## src/hw/rtl/mav_pkg.sv

```systemverilog
// mav_pkg: beat types and shared constants for the three-axis moving average
// used by mav_div and moving_average_3axis; no dependencies
`timescale 1ns / 1ps

package mav_pkg;

  // sample and average width, axes per beat
  localparam int SMP_W = 16;
  localparam int NAX   = 3;

  // default window length
  localparam int DEF_WINDOW = 20;

  // input beat: one gyro sample per axis
  typedef struct packed {
    logic signed [SMP_W-1:0] rate_x;
    logic signed [SMP_W-1:0] rate_y;
    logic signed [SMP_W-1:0] rate_z;
  } in_beat_t;

  // output beat: windowed average per axis
  typedef struct packed {
    logic signed [SMP_W-1:0] avg_x;
    logic signed [SMP_W-1:0] avg_y;
    logic signed [SMP_W-1:0] avg_z;
  } out_beat_t;

endpackage

```

## src/hw/rtl/mav_div.sv

```systemverilog
// mav_div: signed divide of a running sum by the window length, truncating toward zero
// reciprocal multiply on the magnitude, one register stage; uses mav_pkg
`timescale 1ns / 1ps

module mav_div
  import mav_pkg::*;
#(
  parameter int WINDOW = DEF_WINDOW,
  parameter int SUM_W  = SMP_W + $clog2(WINDOW) + 1
) (
  input  logic                    clk,
  input  logic                    ld,
  input  logic signed [SUM_W-1:0] sum_i,
  output logic        [SMP_W-1:0] q_o
);

  // magnitude bits, shift and exact reciprocal for magnitudes below 2**MAG_W
  localparam int MAG_W  = SUM_W - 1;
  localparam int SH     = MAG_W + $clog2(WINDOW);
  localparam int PROD_W = 2 * MAG_W + 1;
  localparam int Q_W    = PROD_W - SH;
  localparam logic [MAG_W:0] RECIP =
    (MAG_W+1)'(((64'd1 << SH) + 64'(WINDOW) - 64'd1) / 64'(WINDOW));

  logic [SUM_W-1:0]  abs_v;
  logic [MAG_W-1:0]  mag;
  logic [PROD_W-1:0] prod_r;
  logic              neg_r;
  logic [Q_W-1:0]    quo;
  logic [Q_W-1:0]    res;

  // magnitude of the sum
  always_comb begin
    abs_v = sum_i[SUM_W-1] ? -sum_i : sum_i;
    mag   = abs_v[MAG_W-1:0];
  end

  // reciprocal multiply, registered
  always_ff @(posedge clk) begin
    if (ld) begin
      prod_r <= PROD_W'(mag) * PROD_W'(RECIP);
      neg_r  <= sum_i[SUM_W-1];
    end
  end

  // shift down and restore the sign
  always_comb begin
    quo = prod_r[PROD_W-1:SH];
    res = neg_r ? -quo : quo;
    q_o = res[SMP_W-1:0];
  end

endmodule
```

## config.mk

```make
export PLATFORM = sky130hd
export DESIGN_NAME = mav_div
export DESIGN_NICKNAME = d
export VERILOG_FILES = /design/src/hw/rtl/mav_pkg.sv /design/src/hw/rtl/mav_div.sv
export SDC_FILE = /design/constraint.sdc
export NUM_CORES = 1
export LEC_CHECK = 0
export BUFFER_PORTS_ARGS = -buffer_cell sky130_fd_sc_hd__buf_4
export CAP_MARGIN = 20
export CORE_MARGIN = 5
export CORE_UTILIZATION = 25
export CTS_CLUSTER_SIZE = 12
export DETAILED_ROUTE_END_ITERATION = 10
export PLACE_DENSITY = 0.45
export SLEW_MARGIN = 30
export SYNTH_ARGS = -nofsm -noshare
export SYNTH_HDL_FRONTEND = slang
export SYNTH_SLANG_ARGS = --single-unit
```

## constraint.sdc

```tcl
create_clock -name clk -period 22.5 [get_ports clk]
set_clock_uncertainty 0.1 [all_clocks]
set_input_delay 1.125 -clock clk [delete_from_list [all_inputs] [get_ports clk]]
set_output_delay 1.125 -clock clk [all_outputs]
set_load 0.05 [all_outputs]
```

======== Word-level counts from Yosys, hierarchy flattened ========
Cells that the tools add are included.
operators by class
  add/sub/neg operators ................... 2
  multiply operators ...................... 1
  div/mod/pow operators ................... 0
  order comparisons ....................... 0
  equal/unequal tests ..................... 0
  shifts and indexed selects .............. 0
  mux-type cells .......................... 2
  bitwise operators ....................... 0
  reduce and logical (&&, ||, !) cells .... 0
operators with widths
  operator                                                               count
  21-bit by 20-bit multiplier with 40-bit output, second input constant  1
  21-bit two-way mux                                                     1
  21-bit negation                                                        1
  16-bit two-way mux                                                     1
  16-bit negation                                                        1
storage, ports and cells
  register bits ........................... 41
  bits in latches ......................... 0
  RAM bits ................................ 0
  ROM bits ................................ 0
  input port bits ......................... 24
  output and inout bits ................... 16
  logic and storage cells ................. 7
  memories kept ........................... 0

======== Logic depth before layout (Yosys ltp) ========
  depth after elaboration ................. 3
  gate-level depth with buffers ........... 29
  depth with buffers taken out ............ 29

======== Least setup slack after synthesis ========
Ideal clock, no wire load.
  path kind ............................... input to register
  start point ............................. in sum_i[8]
  end point ............................... reg prod_r[38] (data pin)
  library setup time ...................... 0.262 ns
  arrival time ............................ 7.697 ns
  required time ........................... 22.138 ns
  setup slack ............................. 14.442 ns
  stages .................................. 26
  path buffers ............................ 0
  cell sequence ........................... or4_1 nor2_1 nand3_1 or3_1 o31a_1 xnor2_2 inv_2 ha_1 ha_1 inv_1 fa_1 inv_1 fa_1 fa_1 inv_1 fa_1 inv_1 ha_1 ha_1 a21oi_1 nand2_1 a2111oi_1 o2111a_1 o31a_1 o21ai_1 xor2_1
on the way
  cells in the longest elaborated chain, start to end .. 3
RTL lines
  what                                              line           source
  start, declared                                   mav_div.sv:13  input logic signed [SUM_W-1:0] sum_i,
  21-bit negation                                   mav_div.sv:34  abs_v = sum_i[SUM_W-1] ? -sum_i : sum_i;
  21-bit two-way mux *                              mav_div.sv:34
  21-bit by 20-bit multiplier with 40-bit output *  mav_div.sv:41  prod_r <= PROD_W'(mag) * PROD_W'(RECIP);
  end signal, assigned                              mav_div.sv:41
  end, declared                                     mav_div.sv:27  logic [PROD_W-1:0] prod_r;
Every way passes the cells marked *; elsewhere a longest branch is shown, timed or not.
A chain may end at the register's enable or synchronous reset.

======== Worst setup path after layout ========
Ends and elaborated chain as after synthesis.

==> results by group <==
Outcome
  • Result of the run: finished clean

Synth
  • Post-synth design cell area: ~9000 um2
  • Avg Synthesized Cell Area: ~9.6 um2
  • Yosys top cell by area: fa_1
  • Syn Nets: ~1.3k
  • Top flip-flop cell by instance count after synthesis: edfxtp_1
  • Count of cell types in the netlist: 56
  • Cell count after synthesis: 946
  • Post-synthesis sequential area ratio: 0.0565
  • Number of flops mapped to enable cells by yosys: 17
  • Number of synthesis warnings: 0
  • Share of flip-flops with an asynchronous set or reset after synthesis: 0
  • Cell with the most instances after synthesis: inv_1
  • Seq cells post-synth: 17
  • Most numerous cell types in the synthesized netlist: inv_1, ha_1, fa_1, xnor2_1, nand2_1
  • Dominant cells by area after synthesis: fa_1, ha_1, inv_1, edfxtp_1, xnor2_1
  • Top cell type's share of synthesized area: 0.304

CTS
  • Post-CTS sizing: 0
  • Number of buffers on the longest clock path: 2
  • Number of buffers inserted to repair setup after CTS: 0
  • Clock root buffer: clkbuf_16
  • TritonCTS Sinks: 17
  • Hold-fix buffers, CTS: 0
  • Deepest level of the CTS H-tree: 1
  • Clock tree from TritonCTS: built
  • Number of buffers inserted during clock tree synthesis: 3
  • Clock-pin slew of the registers on the worst-case setup and hold paths: around 0.050 ns

Floorplanning
  • Die X: ~200 um
  • Area of the placeable core: 35,700 um2
  • Area enclosed by the die boundary: 40,000 um2
  • Height of the die: ~200 um
  • Initial cell density of the core: 0.253
  • Boundary Pins: 40
  • Number of cell rows: 69

Setup path
  • Critical path data arrival time: 8.84 ns
  • Startpoint-to-endpoint class of the critical path: in -> reg
  • Crit path max-delay cell type: a2111oi_1
  • Highest cell delay on the worst timing path: 0.62 ns
  • Startpoint kind of the worst setup timing path: primary input
  • Crit path from: sum_i[8]
  • Largest fanout on the critical path: 6
  • Required time at the worst-slack endpoint: 22.39 ns
  • Critical Path End Type: flop

Global route
  • Number of antenna violations at the first check in global routing: 0
  • Global-route wire length before repair: a little under 40,000 um
  • Pin count of the biggest net entering global routing: 22
  • Remaining global-route overflow: 0
  • Overall routing resource usage: 0.124
  • Vias in the first global route: 6,829

Route
  • Wire length reported by the detailed router: 25,000 um
  • Drt first-iter violations: around 230
  • TritonRoute pass-1 iters: 4
  • Number of nets with antenna violations after detailed routing: 0
  • Vias post-DR: 6,428
  • DRC violation count after routing: 0
  • Routed wirelength normalized by instance count: 17.3 um
  • Via density per instance: about 4.5

Timing
  • Crit path time final: 8.95 ns
  • Final Hold Fails: 0
  • Worst slack on hold paths: 1.16 ns
  • Final period util: 0.398
  • Final sum of negative setup slack: 0 ns
  • Max-slew headroom at the worst pin: 0.415
  • Count of endpoints failing setup in the final report: 0
  • Setup repair after global routing missed its margin: false
  • Max-slew violations: 0
  • Slew at the pin closest to its max-slew limit: 0.872 ns
  • Maximum clock frequency: 112 MHz

Layout
  • Antenna fix cells: 0
  • Final standard cell utilization of the core: 0.279
  • Count of nets after finishing: 1,350
  • Count of placed standard cells in the final layout, fillers left out: approximately 1.4k
  • Share of layout cells above drive strength 1: 0.0581
  • Growth of design area from synthesis to finish: 10.2%
  • Filler instances: 3,834

Placed design
  • Final weighted congestion in routability-driven placement: 0.857
  • Placed cell count: 1,438
  • Hpwl dp: between 20,000 and 25,000 um
  • Port Buf Inserts: 39

Run
  • MaxCap Viol Count: 0

Min path
  • Origin of the worst min-delay path: ld
  • Classification of the worst-slack hold path: in -> reg
[placed cells by master (no fill, tap or decap), types with 5 or more instances in the layout]
cell,count
and4_1,5
o211ai_1,6
nor3_1,5
o21ai_0,27
nand2b_1,6
xnor2_1,46
o41ai_1,5
ha_1,207
and3_1,7
nand3_1,10
fa_1,137
nand4_1,7
edfxtp_1,17
a21o_1,23
inv_1,236
buf_4,40
a21oi_1,31
nand2_1,38
nor2_1,23
o21a_1,5
xor2_1,33
[routing by layer]
metal / vias up / GRT usage / wire, um
met5: - / 0 / 0
met4: 0 / 0.0207 / 367
met3: 21 / 0.00922 / 663
met2: 107 / 0.207 / 11700
met1: 3139 / 0.180 / 12300
li1: 3161 / - / -
[worst max-delay path, delay by kind of cell]
kind                       cells  cell delay [ns]
and+or+nand+nor                5             1.37
buffers and inverters          6             0.47
adders and majority gates      8             3.55
xor gates and xnor gates       2             0.56
AOI/OAI and AO/OA              6             1.77
[layout make-up]
cell class,count,area [um2],area share
Multi-Input combinational cell,683,7600,0.763
Inverter,237,890,0.0893
Sequential cell,17,510,0.0513
Clock inverter,1,7.51,0.000754
Clock buffer,3,75.1,0.00754
Tap cell,461,577,0.0579
Timing Repair Buffer,40,300,0.0302
[state kept, by name (all words and copies together) (netlist names)]
signal / count
prod_r: 16
neg_r: 1
[logic make-up (layout without fill, tap and decap cells)]
kind of cell | after synthesis | after routing | share of synthesized area
compound gates | 136 | 136 | 0.103
simple gates | 122 | 122 | 0.0684
mux | 1 | 1 | 0.00111
flops | 17 | 17 | 0.0565
xor+xnor | 80 | 80 | 0.0784
buf+inv | 246 | 281 | 0.103
fa+ha+maj | 344 | 344 | 0.590
[final timing paths]
| check | to | slack, ns | depth (start not counted) |
|---|---|---|---|
| setup / recovery | prod_r[38] | 13.55 | 27 |
| hold / removal | prod_r[41] | 1.16 | 1 |
[metrics by stage]
stage / cell area (um2) / setup slack, ns
2_1_floorplan: 9030 / 14.44
3_3_place_gp: 9870 / 13.26
3_5_place_dp: 9870 / 13.25
4_1_cts: 9960 / 13.50
5_1_grt: 9960 / 13.10
6_report: 9960 / 13.55
Power is not shown: default switching activity piles up to over one toggle a cycle in this logic, so the estimate is an artifact.
